==> config.mk <==
export PLATFORM = sky130hd
export DESIGN_NAME = gsm_front
export DESIGN_NICKNAME = d
export VERILOG_FILES = /design/src/rtl/core/geofence_safety_monitor_unit_assert.svh /design/src/rtl/core/gsm_pkg.sv /design/src/rtl/core/gsm_front.sv
export SDC_FILE = /design/constraint.sdc
export NUM_CORES = 1
export LEC_CHECK = 0
export BUFFER_PORTS_ARGS = -buffer_cell sky130_fd_sc_hd__buf_2
export CAP_MARGIN = 25
export CORE_MARGIN = 2
export CORE_UTILIZATION = 30
export CTS_CLUSTER_SIZE = 8
export DETAILED_ROUTE_END_ITERATION = 8
export GPL_ROUTABILITY_DRIVEN = 0
export PLACE_DENSITY = 0.51
export SYNTH_ARGS = -nofsm -noshare
export SYNTH_HDL_FRONTEND = slang
export SYNTH_SLANG_ARGS = --single-unit
==> constraint.sdc <==
create_clock -name clk -period 11.4 [get_ports clk]
set_clock_uncertainty 0.05 [all_clocks]
set_input_delay 0.57 -clock clk [delete_from_list [all_inputs] [get_ports clk]]
set_output_delay 0.57 -clock clk [all_outputs]
set_load 0.1 [all_outputs]
==> src/rtl/core/geofence_safety_monitor_unit_assert.svh <==
// Assertion macros shared by the geofence safety monitor.
`ifndef GEOFENCE_SAFETY_MONITOR_UNIT_ASSERT_SVH
`define GEOFENCE_SAFETY_MONITOR_UNIT_ASSERT_SVH

// Same-cycle implication, checked outside reset.
`define GSM_ASSERT_NOW(label, ante, cons, msg) \
	label: assert property (@(posedge clk) disable iff (!arst_n) (ante) |-> (cons)) \
		else $error(msg);

// Next-cycle implication, checked outside reset.
`define GSM_ASSERT_NEXT(label, ante, cons, msg) \
	label: assert property (@(posedge clk) disable iff (!arst_n) (ante) |=> (cons)) \
		else $error(msg);

`endif

==> src/rtl/core/gsm_pkg.sv <==
// Shared types, constants and the arctangent table of the geofence monitor.
package gsm_pkg;

	localparam int CORDIC_STEPS_DEF = 24;
	localparam int LAT_W = 31;
	localparam int LON_W = 32;
	localparam int ALT_W = 21;
	localparam int BAT_W = 10;
	localparam int DIST_W = 25;
	localparam int RAD_W = 20;
	localparam int CEIL_W = 20;
	localparam int IDX_W = 3;
	localparam int CFG_W = 20;

	// Opcodes of an input word.
	localparam logic [1:0] OP_TELEM = 2'd0;
	localparam logic [1:0] OP_GOTO = 2'd1;
	localparam logic [1:0] OP_CLEAR = 2'd2;

	// Configuration register indexes.
	localparam logic [IDX_W-1:0] REG_GEO_EN = 3'd0;
	localparam logic [IDX_W-1:0] REG_ALT_EN = 3'd1;
	localparam logic [IDX_W-1:0] REG_BAT_EN = 3'd2;
	localparam logic [IDX_W-1:0] REG_RADIUS = 3'd3;
	localparam logic [IDX_W-1:0] REG_CEILING = 3'd4;
	localparam logic [IDX_W-1:0] REG_FLOOR = 3'd5;

	typedef struct packed {
		logic geo_en;
		logic alt_en;
		logic bat_en;
		logic [RAD_W-1:0] radius;
		logic [CEIL_W-1:0] ceiling;
		logic [BAT_W-1:0] floor_lvl;
	} gsm_cfg_t;

	// One classified word handed from the front to the back.
	typedef struct packed {
		logic [1:0] op;
		logic signed [31:0] lat2;
		logic signed [31:0] lon2;
		logic signed [31:0] base_lat;
		logic signed [31:0] base_lon;
		logic signed [ALT_W-1:0] alt;
		logic [BAT_W-1:0] bat;
		logic hv;
	} gsm_item_t;

	typedef struct packed {
		logic home_known;
		logic signed [ALT_W-1:0] clamped_altitude;
		logic goto_accepted;
		logic land_request;
		logic [DIST_W-1:0] home_distance;
		logic violation;
	} gsm_res_t;

	// atan(2^-i) as a binary angle, one turn = 2^32.
	function automatic logic [29:0] atan_q(input logic [4:0] i);
		logic [29:0] r;
		case (i)
			5'd0: r = 30'h20000000;
			5'd1: r = 30'h12E4051E;
			5'd2: r = 30'h09FB385B;
			5'd3: r = 30'h051111D4;
			5'd4: r = 30'h028B0D43;
			5'd5: r = 30'h0145D7E1;
			5'd6: r = 30'h00A2F61E;
			5'd7: r = 30'h00517C55;
			5'd8: r = 30'h0028BE53;
			5'd9: r = 30'h00145F2F;
			5'd10: r = 30'h000A2F98;
			5'd11: r = 30'h000517CC;
			5'd12: r = 30'h00028BE6;
			5'd13: r = 30'h000145F3;
			5'd14: r = 30'h0000A2FA;
			5'd15: r = 30'h0000517D;
			5'd16: r = 30'h000028BE;
			5'd17: r = 30'h0000145F;
			5'd18: r = 30'h00000A30;
			5'd19: r = 30'h00000518;
			5'd20: r = 30'h0000028C;
			5'd21: r = 30'h00000146;
			5'd22: r = 30'h000000A3;
			5'd23: r = 30'h00000051;
			5'd24: r = 30'h00000029;
			5'd25: r = 30'h00000014;
			5'd26: r = 30'h0000000A;
			5'd27: r = 30'h00000005;
			5'd28: r = 30'h00000003;
			5'd29: r = 30'h00000001;
			5'd30: r = 30'h00000001;
			default: r = 30'h00000000;
		endcase
		return r;
	endfunction

endpackage

==> src/rtl/core/gsm_front.sv <==
// Front end: accepts words, tracks the home position and queues work for the back end.
module gsm_front import gsm_pkg::*; (
	input logic clk,
	input logic arst_n,
	input logic in_valid,
	output logic in_ready,
	input logic [1:0] opcode,
	input logic signed [LAT_W-1:0] latitude,
	input logic signed [LON_W-1:0] longitude,
	input logic signed [ALT_W-1:0] altitude,
	input logic [BAT_W-1:0] battery_level,
	output logic q_valid,
	output gsm_item_t q_item,
	input logic q_pop
);

	gsm_item_t slot_q [2];
	logic wr_ptr_q, rd_ptr_q;
	logic [1:0] cnt_q;
	logic signed [31:0] base_lat_q, base_lon_q;
	logic hv_q;
	logic push, capture, clear;
	logic signed [31:0] lat_ext;
	gsm_item_t item;

	assign in_ready = (cnt_q != 2'd2);
	assign push = in_valid && in_ready;
	assign q_valid = (cnt_q != 2'd0);
	assign q_item = slot_q[rd_ptr_q];

	// Home is captured or dropped here, in arrival order.
	always_comb begin
		lat_ext = {latitude[LAT_W-1], latitude};
		clear = (opcode == OP_CLEAR);
		capture = (opcode == OP_TELEM) && !hv_q && (latitude != '0) && (longitude != '0);
		item.op = opcode;
		item.lat2 = lat_ext;
		item.lon2 = longitude;
		item.alt = altitude;
		item.bat = battery_level;
		if (clear) begin
			item.base_lat = '0;
			item.base_lon = '0;
			item.hv = 1'b0;
		end else if (capture) begin
			item.base_lat = lat_ext;
			item.base_lon = longitude;
			item.hv = 1'b1;
		end else begin
			item.base_lat = base_lat_q;
			item.base_lon = base_lon_q;
			item.hv = hv_q;
		end
	end

	// Home state and queue pointers.
	always_ff @(posedge clk or negedge arst_n) begin
		if (!arst_n) begin
			base_lat_q <= '0;
			base_lon_q <= '0;
			hv_q <= 1'b0;
			wr_ptr_q <= 1'b0;
			rd_ptr_q <= 1'b0;
			cnt_q <= 2'd0;
		end else begin
			if (push) begin
				base_lat_q <= item.base_lat;
				base_lon_q <= item.base_lon;
				hv_q <= item.hv;
				wr_ptr_q <= ~wr_ptr_q;
			end
			if (q_pop) begin
				rd_ptr_q <= ~rd_ptr_q;
			end
			if (push && !q_pop) begin
				cnt_q <= cnt_q + 2'd1;
			end else if (!push && q_pop) begin
				cnt_q <= cnt_q - 2'd1;
			end
		end
	end

	// Queue storage.
	always_ff @(posedge clk) begin
		if (push) begin
			slot_q[wr_ptr_q] <= item;
		end
	end

endmodule

# --- After elaboration in Yosys (flattened, before gate mapping) ---
# Memory sizes are Yosys's and may differ from the RTL's.
# Index checks and enable logic that the tools add are counted.
classes:
  reduce_logical: 14
  n_eq_ne: 2
  bitwise_logic: 2
  add_sub_neg: 2
  n_mux: 8
op_table:
  columns: ["op", "count"]
  rows:
  - ["$mux 64", 2]
  - ["$reduce_bool 32->1", 1]
  - ["$reduce_bool 31->1", 1]
  - ["$logic_and 1x1->1", 6]
  - ["$mux 1", 4]
  - ["$mux 2", 2]
  - ["$reduce_bool 2->1", 2]
  - ["$logic_not 1->1", 3]
  - ["$add 2x1->2 const B", 1]
  - ["$eq 2x2->1 const B", 1]
  - ["$logic_not 2->1", 1]
  - ["$ne 2x2->1 const B", 1]
  - ["$not 1->1", 2]
  - ["$sub 2x1->2 const B", 1]
word_totals:
  output_inout_bits: 164
  inputBits: 100
  mem_count: 1
  register_bits: 69
  word_cells: 35
  mem_bits_rw: 324
memory_table:
  columns: ["memory", "words", "word_bits", "read_ports", "rd_clocked_by_memory_dff", "write_ports", "line_no", "text"]
  rows:
  - ["slot_q", 2, 162, 1, 0, 1, "gsm_front.sv:17", "gsm_item_t slot_q [2];"]

# --- Depth between registers and ports, before layout ---
logic_depth:
  word_depth: 6
  mapped_depth: 9
  ltp_nobuf: 7

# --- Worst setup path before layout ---
# No wires, ideal clock.
synth_timing:
  kind: "reg-to-reg"
  start: "register cnt_q[0]"
  end: "memory slot_q[0][0] (netlist bit), enable pin"
  n_path_buf: 0
  setup_time_ps: 685
  arrival_time_ps: 8178
  required_ps: 10665
  period_less_slack_ps: 8913
  stages_incl_launch_ff: 4
  path_slack_ps: 2487
  path_cell_list: "dfrtp_1 -> nand2b_1 -> nand2_1 -> nor2_1"
synth_between:
  elab_chain_len: 4
synth_lines:
  columns: ["item", "line_no", "text"]
  rows:
  - ["start, declared", "gsm_front.sv:19", "logic [1:0] cnt_q;"]
  - ["start signal, assigned", "gsm_front.sv:76", "cnt_q <= cnt_q + 2'd1;"]
  - ["start signal, assigned", "gsm_front.sv:78", "cnt_q <= cnt_q - 2'd1;"]
  - ["$ne 2x2->1", "gsm_front.sv:26", "assign in_ready = (cnt_q != 2'd2);"]
  - ["net in_ready", "gsm_front.sv:6", "output logic in_ready,"]
  - ["$logic_and 1x1->1", "gsm_front.sv:27", "assign push = in_valid && in_ready;"]
  - ["$mux 1", "gsm_front.sv:85", "if (push) begin"]
  - ["$mux 1 (implied by the code)", "gsm_front.sv:86", "slot_q[wr_ptr_q] <= item;"]
  - ["end, declared", "gsm_front.sv:17", null]
# The timed path passes the listed nets, and every way through them passes these cells.

==> metrics <==
outcome complete, no violations; Hold Crit Class input pin to register; Final Cycle Share 32.6%; Die Area 54000 sq um; FF-to-FF setup slack 7.68 ns; # Max-Cap Violations 0; met3 WL between 2 and 3 mm; drc violations 0; Die W 232 microns; via count 9673; post-cts resize count 0; ys flop type edfxtp_1; clk root buf clkbuf_16; wl on met1 18.1 mm; type of the worst setup path register to register; CORE AREA 51400 sq um; Setup Viol. Count Final 0; register bit total from synthesis 391; CP peak stage delay 0.89 ns; highest metal layer with signal wires met5; Initial Util between 30% and 40%; Worst Tran Pin Value 0.928 ns; cells along the critical path nor3_1 -> o21a_4 -> buf_4 -> and2_4 -> o21ai_0; count of clock tree sinks 391; initial drt markers 581; Fill cells 4959; GRT Util Overall 14.8%; ANT nets after route 0; Final Non-Filler Cells 2035; Mapped Area about 16000 sq um; drt pass-1 iters 4; Post-synth EDFFs about 320; total grt overflow 0; count of input and output buffers around 260; global-route wire length before repair 60.7 mm; count leader, synth edfxtp_1; Synth top area share between 60% and 70%; Diodes inserted 0; TNS Setup 0 ns; RSZ-0062 raised after global routing false; Hold Vio Cnt, Final 0; synth top area cells edfxtp_1 62%, mux2_2 12%, dfrtp_1 11%; worst skew pair latency about 0.58 ns; top cells by count, synth 322 x edfxtp_1, 161 x mux2_2, 129 x nand2_1, 126 x nand3_1, 69 x dfrtp_1; multi-input logic area 3890 sq um; clock period minus worst slack between 3 and 4 ns; Final #Nets 1414; Routed met2 length 18.8 mm; Die H 232 microns; Required @ worst endpoint 11.62 ns; syn avg cell area 14.9 sq um; Post-Route WL 40.7 mm; Slowest-stage cell, CP and2_4; Post-synth ARST share between 15 and 20%; initial antenna violation count 1; dpl cells 1934; CP arrival 3.93 ns; num ports 264; CP Launch Type register; drt wl/cell 20.0 microns; largest net degree at the start of global routing 77; Area Overhead vs Synth 22.8%; register area 11400 sq um; Slew HR 38.1%; synth warn 0; Clock Path Buffers 3; postcts setup bufs 0; Slew Viols, Final 0; Post-Syn Nets 1154; biggest area consumer among synthesized cells edfxtp_1; CTS tree built; share of layout cells above drive strength 1 37.4%; Yosys cell types 26; hold_buf cts 1; # rows 83; clock transition at the registers of the reported paths 0.06 ns; crit path capture type register; critical path peak fanout 76; max frequency 269 MHz; Post-DP HPWL between 20 and 25 mm; Max H-tree Level 2; Vias per Instance 4.75; Synth Instances 1053; CTS buffer count 54; sequential area share after synthesis around 73%; number of global-route vias before repair 9684
==> logic make-up after synthesis <==
logic type | after synthesis | share of synthesized area [%]
muxes | 161 | 11.6
xor gates and xnor gates | 5 | 0.280
buffers and inverters | 77 | 2.55
AOI/OAI and AO/OA | 132 | 4.29
DFF | 391 | 72.9
adders and majority gates | 1 | 0.0800
and+or+nand+nor | 286 | 8.35
==> path summary, 6_finish.rpt <==
kind / cells after the start / end / start
max: 5 / slot_q[1][36]$_DFFE_PP_ / hv_q$_DFFE_PN0N_
min: 1 / slot_q[0][26]$_DFFE_PP_ / altitude[15]
max reg2reg: 5 / slot_q[1][36]$_DFFE_PP_ / hv_q$_DFFE_PN0N_
min reg2reg: 1 / cnt_q[1]$_DFFE_PN0P_ / cnt_q[1]$_DFFE_PN0P_
max in group asynchronous: 3 / base_lon_q[1]$_DFFE_PN0N_ / arst_n
min in group asynchronous: 2 / base_lon_q[9]$_DFFE_PN0N_ / arst_n
==> layout by cell type, fill, tap and decap left out, drive strengths merged <==
cell         Yosys  routed
and3             1       1
ha               1       1
nand2b           3       3
edfxtp         322     322
dlygate4sd3      0       1
nor3             2       2
nand2          129     129
o21ai          128     128
buf             41     278
inv              2       4
o21a             4       4
mux2           161     161
clkbuf          34      95
or2              2       2
and2             2       2
nor4            15      15
dfrtp           69      69
xor2             3       3
nand3          126     126
clkinv           0       1
nand4            4       4
nor2             2       2
xnor2            2       2
==> through the flow <==
step           instance area [sq um]  util, %  hold slack [ns]  setup WS (ns)
3_3_place_gp                   17500     34.1            0.422           7.29
5_1_grt                        19200     37.4           0.0814           7.42
4_1_cts                        19200     37.3           0.0722           7.58
2_1_floorplan                  15600        -            0.224           2.49
3_5_place_dp                   17600     34.2            0.437           7.20
6_report                       19200     37.4            0.125           7.68
==> worst max-delay path, delay by kind of cell, from the launching register on <==
| kind | cells | cell delay (ns) |
|---|---|---|
| and+or+nand+nor | 2 | 1.29 |
| AOI/OAI and AO/OA | 2 | 0.89 |
| buffers and inverters | 1 | 0.74 |
| DFF | 1 | 0.39 |
==> sequential cells by signal, summed over array words and instances, names as in the netlist <==
signal and flops:
cnt_q 2, rd_ptr_q 1, wr_ptr_q 1, slot_q 322, hv_q 1, base_lat_q 32, base_lon_q 32
==> per-layer routing <==
layer / vias up / track usage [%]
li1: 4470 / -
met1: 4887 / 20.0
met2: 254 / 23.0
met3: 60 / 4.29
met4: 2 / 4.87
met5: - / 0
==> final cells by class <==
cell class,count,share of cell area [%]
Clock inverter,3,0.176
Tap cell,680,4.43
Timing Repair Buffer,279,7.92
Clock buffer,95,7.84
Inverter,2,0.0391
Multi-Input combinational cell,585,20.2
Sequential cell,391,59.4
Power is left out: the tool's default activity adds up to more than one toggle a clock period on the data nets, which glitch-free logic cannot reach.
